$ cat src/rtl/hsd_pkg.sv
// shared types, constants and command and status structs of the hit selector
`default_nettype none

package hsd_pkg;

    // default store depth
    localparam int HSD_HIT_CAPACITY = 64;

    // field widths
    localparam int ID_W     = 12;
    localparam int VIEW_W   = 2;
    localparam int ENERGY_W = 16;
    localparam int CELL_W   = 16;
    localparam int POS_W    = 16;
    localparam int CFG_W    = 16;
    localparam int CFG_IDX_W = 2;
    localparam int IN_DATA_W  = 112;
    localparam int OUT_DATA_W = 16;

    // view codes
    localparam logic [VIEW_W-1:0] VIEW_U     = 2'd0;
    localparam logic [VIEW_W-1:0] VIEW_OTHER = 2'd3;

    // configuration register indexes
    localparam logic [CFG_IDX_W-1:0] CFG_MIN_ENERGY    = 2'd0;
    localparam logic [CFG_IDX_W-1:0] CFG_MIN_CELL_LEN  = 2'd1;
    localparam logic [CFG_IDX_W-1:0] CFG_MAX_CELL_LEN  = 2'd2;
    localparam logic [CFG_IDX_W-1:0] CFG_REQUIRE_AVAIL = 2'd3;

    // configuration reset values
    localparam logic [CFG_W-1:0] RST_MIN_ENERGY   = 16'd1;
    localparam logic [CFG_W-1:0] RST_MIN_CELL_LEN = 16'd1;
    localparam logic [CFG_W-1:0] RST_MAX_CELL_LEN = 16'd512;
    localparam logic             RST_REQUIRE_AVAIL = 1'b1;

    // one incoming hit
    typedef struct packed {
        logic [POS_W-1:0]    pos_z;
        logic [POS_W-1:0]    pos_y;
        logic [POS_W-1:0]    pos_x;
        logic [CELL_W-1:0]   cell_length;
        logic [ENERGY_W-1:0] raw_energy;
        logic [ENERGY_W-1:0] equiv_energy;
        logic                available;
        logic [VIEW_W-1:0]   view;
        logic [ID_W-1:0]     hit_id;
    } t_hit_in;

    // one stored hit
    typedef struct packed {
        logic [POS_W-1:0]    pos_z;
        logic [POS_W-1:0]    pos_y;
        logic [POS_W-1:0]    pos_x;
        logic [ENERGY_W-1:0] energy;
        logic [VIEW_W-1:0]   view;
        logic [ID_W-1:0]     id;
    } t_entry;

    // controller to datapath
    typedef struct packed {
        logic load_ready;  // take input requests
        logic i_clr;       // restart outer index
        logic i_inc;       // next outer hit
        logic j_clr;       // restart inner scan
        logic scan;        // issue inner read and step
        logic push;        // current hit kept
        logic final_emit;  // close the event on the output
    } t_cmd;

    // datapath to controller
    typedef struct packed {
        logic eoe_accept;  // last hit of event accepted
        logic i_done;      // outer index reached hit count
        logic j_last;      // inner index on last stored hit
        logic shadowed;    // current hit has a stronger twin
        logic out_free;    // output register can take a result
    } t_status;

endpackage

`default_nettype wire

$ cat src/rtl/hsd_ctrl.sv
// controller of the hit selector: load phase, duplicate scan and emission
`default_nettype none

module hsd_ctrl
    import hsd_pkg::*;
(
    input  wire     i_clk,
    input  wire     i_rst_n,
    input  t_status i_status,
    output t_cmd    o_cmd
);

    typedef enum logic [2:0] {
        S_LOAD,
        S_ISTART,
        S_SCAN,
        S_SETTLE,
        S_DECIDE,
        S_FINAL
    } t_state;

    t_state r_state;
    t_state n_state;

    // commands and next state
    always_comb begin
        o_cmd   = '0;
        n_state = r_state;
        unique case (r_state)
            S_LOAD: begin
                o_cmd.load_ready = 1'b1;
                if (i_status.eoe_accept) begin
                    o_cmd.i_clr = 1'b1;
                    n_state     = S_ISTART;
                end
            end
            S_ISTART: begin
                if (i_status.i_done) begin
                    n_state = S_FINAL;
                end else begin
                    o_cmd.j_clr = 1'b1;
                    n_state     = S_SCAN;
                end
            end
            S_SCAN: begin
                o_cmd.scan = 1'b1;
                if (i_status.j_last) begin
                    n_state = S_SETTLE;
                end
            end
            S_SETTLE: begin
                n_state = S_DECIDE;
            end
            S_DECIDE: begin
                if (i_status.shadowed) begin
                    o_cmd.i_inc = 1'b1;
                    n_state     = S_ISTART;
                end else if (i_status.out_free) begin
                    o_cmd.push  = 1'b1;
                    o_cmd.i_inc = 1'b1;
                    n_state     = S_ISTART;
                end
            end
            S_FINAL: begin
                if (i_status.out_free) begin
                    o_cmd.final_emit = 1'b1;
                    n_state          = S_LOAD;
                end
            end
            default: begin
                n_state = S_LOAD;
            end
        endcase
    end

    // state register
    always_ff @(posedge i_clk) begin
        if (!i_rst_n) begin
            r_state <= S_LOAD;
        end else begin
            r_state <= n_state;
        end
    end

endmodule

`default_nettype wire

$ cat config.mk
export PLATFORM = sky130hd
export DESIGN_NAME = hsd_ctrl
export DESIGN_NICKNAME = d
export VERILOG_FILES = /design/src/rtl/hsd_pkg.sv /design/src/rtl/hsd_ctrl.sv
export SDC_FILE = /design/constraint.sdc
export NUM_CORES = 1
export LEC_CHECK = 0
export ABC_AREA = 1
export ABC_CLOCK_PERIOD_IN_PS = 1200
export BUFFER_PORTS_ARGS = -buffer_cell sky130_fd_sc_hd__buf_2
export CAP_MARGIN = 20
export CORE_AREA = 8 8 45 47
export DETAILED_ROUTE_END_ITERATION = 8
export DIE_AREA = 0 0 53 55
export PLACE_DENSITY = 0.47
export SLEW_MARGIN = 20
export SYNTH_ARGS = -nofsm -noshare
export SYNTH_HDL_FRONTEND = slang
export SYNTH_SLANG_ARGS = --single-unit
export TNS_END_PERCENT = 1
$ cat constraint.sdc
create_clock -name i_clk -period 1.2 [get_ports i_clk]
set_input_delay 0.12 -clock i_clk [delete_from_list [all_inputs] [get_ports i_clk]]
set_output_delay 0.12 -clock i_clk [all_outputs]
set_load 0.05 [all_outputs]
==> metrics.txt, run 1 <==
Bufs on Longest Clock Path=2; Leak Pwr=0.292 nW; XOR/XNOR Fraction of Synth Area=0%; final net count=78; Clock transition at path regs=0.04 ns; Post-Syn Area=251 µm²; Slew Limit Fails=0; drc violations=0; Seq cells post-synth=3; vias in the first global route=353; total CTS buffers=3; TritonCTS clock tree=yes; simple-gate share of the synthesized area=48.8%; CP startpoint=r_state[1]; Synth area leaders=dfxtp_1, inv_1, nor2_2; Regs by FF count=r_state: 3 flops; Avg WL per Cell=10.2 µm; post-route setup slack=-0.0408 ns; Total Wirelength=879 µm; CP endpoint kind=primary output; CP Cell Sequence=nor2_4, nand2_2, nor3_4, buf_6; Avg Synthesized Cell Area=5.99 µm²; register area share after synthesis=23.9%; wl on met1=313 µm; die area=2920 µm²; CTS sink count=3; Core Box Area=1380 µm²; Clock Latency Late Sink=0.23 ns; CP Max Fanout=4; Synth area leader=dfxtp_1; GRT Util Overall=6.07%; Post-Synth Adder-Cell Area=0%; Final GP Congestion=0.713; DR WL met2=475 µm; largest net degree at the start of global routing=7; CTS Hold Buffers Added=0; Pwr Total=0.708 mW; slowest stage cell, crit path=dfxtp_2; Ports=14; highest metal used=met3; Initial Util=18.2%; Hold Crit Start=i_rst_n; H-tree Lvls=1; area grow syn2layout=136%; Yosys warnings=0; 1st-iter DRT viols=4; Final Setup Violations=6; distinct cell type count after synthesis=16; DP HPWL=660 µm; row cnt=14; pre-CTS setup slack=-0.0357 ns; final hold vios=0; Critical Path Max Stage Delay=0.35 ns; Worst-Margin Slew=0.292 ns; Detail Route met3 WL=90 µm; RSZ-0062 raised after global routing=true; critical path startpoint category=flip-flop; top cell type's share of synthesized area=23.9%; Setup Skew=0.000898 ns; relative slew slack=80.4%; number of antenna diodes=0; critical path's top delay family=simple AND/OR/NAND/NOR gates; mux cell area share after synthesis=0%; Final ANT Viol Nets=0; drt pass-1 iters=4; Die Span X=53 µm; Pwr per Cell Area=1190 nW/µm²; Min-Delay Path Class=in -> reg; first-pass GRT wire length=1300 µm; reg2reg start=r_state[1]; Fmax=806 MHz; critical path type=reg -> out; post-synthesis cell count=42; crit path DAT=1.12 ns; Max-Cap Viols=0; worst path bufs/invs=1; initial antenna violation count=0; main combinational cell family by area after synthesis=simple AND/OR/NAND/NOR gates; Die Height=55 µm; VDD IR max=0.659 mV; max FFs per register=3; post-route minimum period=1.24 ns; failing checks=setup timing; post-synthesis compound-gate area fraction=11.9%; Top reg by flops=r_state; status=finished, violations left; Syn Nets=49; WP data required=1.08 ns; share of cells above drive strength 1=68.6%; Root Driver=clkbuf_4; final period utilization=103%; Via Count=363; total gr overflow=0; IO buf count=13; post-DR vias/cell=4.22
==> cells in the final DEF (no fill, tap or decap), types with 3 or more instances in the layout <==
master	count
buf_2	6
buf_4	9
buf_6	9
clkbuf_4	3
inv_1	7
nand2_1	4
nand3_1	3
nor2_1	3
nor2_2	4
nor3_4	3
==> cell type report <==
class,instances,area (µm²)
Multi-Input combinational cell,29,226
Tap cell,16,20.0
Inverter,9,33.8
Fill cell,153,790
Clock buffer,4,26.3
Timing Repair Buffer,25,219
Sequential cell,3,68.8
==> per-layer routing <==
layer  up-vias  global-route usage, %
li1        190                      -
met1       162                   5.63
met2        11                   11.3
met3         0                   1.87
met4         0                   3.88
met5         -                      0
==> synthesized netlist by cell type <==
master,n
o21a_1,1
nand3_1,3
inv_1,8
buf_2,1
nor3_1,4
dfxtp_1,3
nand2_1,5
nor2_1,5
a21oi_1,1
inv_2,1
o21ai_0,1
o21ai_1,1
a211oi_1,1
nor2_2,4
nand2_2,2
nor4_2,1
==> worst min-delay path, stage by stage <==
cell and delay, ns:
buf_2 0.11, o21ai_2 0.05, inv_1 0.04
==> cells by family (layout without fill, tap and decap cells) <==
logic type	count (synthesis)	after routing
AOI/OAI and AO/OA	5	5
and+or+nand+nor	24	24
DFF	3	3
buffers and inverters	10	38
==> worst paths after layout <==
path | to | slack, ns | cells after the start
min | r_state[2] | 0.13 | 3
max | o_cmd[1] | -0.04 | 4
max reg2reg | r_state[0] | -0.03 | 9
min reg2reg | r_state[0] | 0.55 | 2
==> where the power goes <==
part	switching, mW	internal, mW
clock	0.0487	0.124
sequential	0.0278	0.117
combinational	0.215	0.176
total	0.291	0.417
==> stage by stage <==
step,TNS [ns],utilization (%),area (µm²),hold slack (ns),instances
floorplan,-0.745,-,298,0.229,42
global placement,0,32.5,450,0.358,78
detailed placement,-0.0357,32.5,450,0.370,78
CTS,-0.243,41.9,579,0.126,86
global route,-0.586,42.9,594,0.125,86
finish,-0.162,42.9,594,0.127,86
==> what timing repair did <==
item,in CTS,in global routing
setup endpoints to repair,8,9
pin swaps,3,0
buffers inserted,4,0
resized for setup,25,3
endpoints found under the hold margin,0,0
Note: power is estimated with default switching activity, not from simulation.
==> inputs of run 2 (changes only) <==
--- a/config.mk
+++ b/config.mk
@@ -14,2 +14,3 @@
 export DIE_AREA = 0 0 53 55
+export GPL_TIMING_DRIVEN = 0
 export PLACE_DENSITY = 0.47
--- a/constraint.sdc
+++ b/constraint.sdc
@@ -3,2 +3,2 @@
 set_output_delay 0.12 -clock i_clk [all_outputs]
-set_load 0.05 [all_outputs]
+set_load 0.02 [all_outputs]
==> run 2 against run 1 <==
Non-clock buffer count fell by 7. Critical path depth did not move. Clock skew rose by 0.011 ns. Setup slack improved by 0.0079 ns. The flow still finishes with violations (setup timing). Maximum frequency rose by 0.64%. Die area did not move.
==> metrics.txt, run 2 (same netlist as run 1, synthesis figures left out) <==
FF-to-FF End=r_state[0]; Min-Delay Path Class=in -> reg; Core Box Area=1380 µm²; Clock Latency Late Sink=0.25 ns; first-pass GRT wire length=1260 µm; Final ANT Viol Nets=0; Worst-Margin Slew=0.218 ns; final net count=71; CP startpoint=r_state[0]; worst path bufs/invs=2; drt pass-1 iters=2; total gr overflow=0; CP Cell Sequence=nor2_4, inv_1, nor2_1, buf_4; reg2reg start=r_state[0]; pre-CTS setup slack=0.0551 ns; TritonCTS clock tree=yes; CP Max Fanout=5; Leak Pwr=0.235 nW; Max-Cap Viols=0; DP HPWL=557 µm; H-tree Lvls=1; total CTS buffers=3; Switching Power=0.235 mW; Via Count=329; relative slew slack=85.3%; Top reg by flops=r_state; WP data required=1.08 ns; CTS sink count=3; critical path startpoint category=flip-flop; VDD IR max=0.749 mV; final hold vios=0; vias in the first global route=306; Clk network pwr share=32.1%; Ports=14; Sw Ratio=39.2%; end of the critical path=o_cmd[6]; area grow syn2layout=91.0%; combinational fraction of design power=42.2%; GRT Util Overall=6.22%; post-route setup slack=-0.0328 ns; post-route minimum period=1.23 ns; row cnt=14; Die Height=55 µm; Cell Area, Placed=350 µm²; initial antenna violation count=0; final period utilization=103%; largest net degree at the start of global routing=11; failing checks=setup timing; Bufs on Longest Clock Path=2; Critical Path Max Stage Delay=0.37 ns; Fmax=811 MHz; Slew Limit Fails=0; Hold Crit Start=i_rst_n; dpl cells=71; share of cells above drive strength 1=61.9%; most common cell after layout, fill and taps aside=buf_4; drc violations=0; critical path's top delay family=flip-flops; CP endpoint kind=primary output; post-DR vias/cell=4.16; status=finished, violations left; most frequent cells in the layout=buf_4, inv_1, buf_2; Pwr per Cell Area=1250 nW/µm²; R2R depth=9; Final Non-Filler Cells=79; critical path type=reg -> out; Die Span X=53 µm; RSZ-0062 raised after global routing=true; P_int=0.364 mW; IO buf count=13; Total Wirelength=825 µm; slowest stage cell, crit path=dfxtp_4; crit path DAT=1.11 ns; Avg WL per Cell=10.4 µm; Clock transition at path regs=0.04 ns; internal reg-to-reg setup slack=-0.01 ns; Regs by FF count=r_state: 3 flops; Initial Util=18.2%; die area=2920 µm²; share of power burned in registers=25.7%; final instance area=480 µm²; Final Setup Violations=4; filler cell count=156; max FFs per register=3; Final GP Congestion=0.729; CTS Hold Buffers Added=0; Root Driver=clkbuf_4; 1st-iter DRT viols=4; Setup Skew=0.0119 ns; number of antenna diodes=0; Hold Path Depth=3; Critical Path Stages=4
[run 2: changes by cell type in the layout (fill, tap and decap cells not counted), moves of 2 or more]
| cell | change |
|---|---|
| nand2_2 | +2 |
| buf_6 | -8 |
| nor3_2 | +2 |
| nor3_4 | -2 |
| buf_4 | +2 |
| nor2_1 | +2 |
| nor2_2 | -2 |
[run 2: tightest hold or removal path: cells and delay by family]
family	cells	cell delay, ns
buf+inv	2	0.15
compound gates	1	0.06
[run 2: power groups by stage]
stage | Combinational (mW) | Sequential, mW | Clock [mW]
after floorplan | 0.131 | 0.133 | 0
after global placement | 0.178 | 0.137 | 0
after detailed placement | 0.179 | 0.137 | 0
after CTS | 0.199 | 0.151 | 0.195
after global routing | 0.274 | 0.157 | 0.205
final | 0.253 | 0.154 | 0.192
[run 2: layout make-up]
cell class                 count  area (µm²)  area share [%]
tap                           16        20.0            4.17
multi-input combinational     29         203            42.2
timing repair buffer          18         124            25.8
inverter                       9        36.3            7.55
sequential                     3        71.3            14.8
clock buffer                   4        26.3            5.47
[run 2: worst min-delay path by stage]
stage / slack, ns / to
4_1_cts: 0.11 / r_state[2]
5_1_grt: 0.12 / r_state[2]
6_report: 0.11 / r_state[2]
3_5_place_dp: 0.37 / r_state[2]
3_3_place_gp: 0.37 / r_state[2]
2_1_floorplan: 0.23 / r_state[2]
[run 2: timing repair]
item | CTS | global route
pin swaps | 2 | 4
resized for setup | 9 | 15
gates cloned | 0 | 0
setup endpoints to repair | 7 | 7
buffers inserted | 3 | 2
[run 2: per-stage QoR]
| step | hold WS, ns | util [%] | setup TNS [ns] | power (mW) |
|---|---|---|---|---|
| floorplan | 0.229 | - | -0.0113 | 0.264 |
| global placement | 0.369 | 25.3 | 0 | 0.316 |
| global route | 0.119 | 34.7 | -0.402 | 0.636 |
| CTS | 0.115 | 30.0 | -0.0708 | 0.546 |
| finish | 0.106 | 34.7 | -0.0875 | 0.599 |
| detailed placement | 0.371 | 25.3 | 0 | 0.316 |
[run 2: layer usage]
metal	global-route usage, %	routed length, µm
met3	3.21	24
met2	10.4	452
met5	0	0
met1	5.14	322
met4	6.47	26
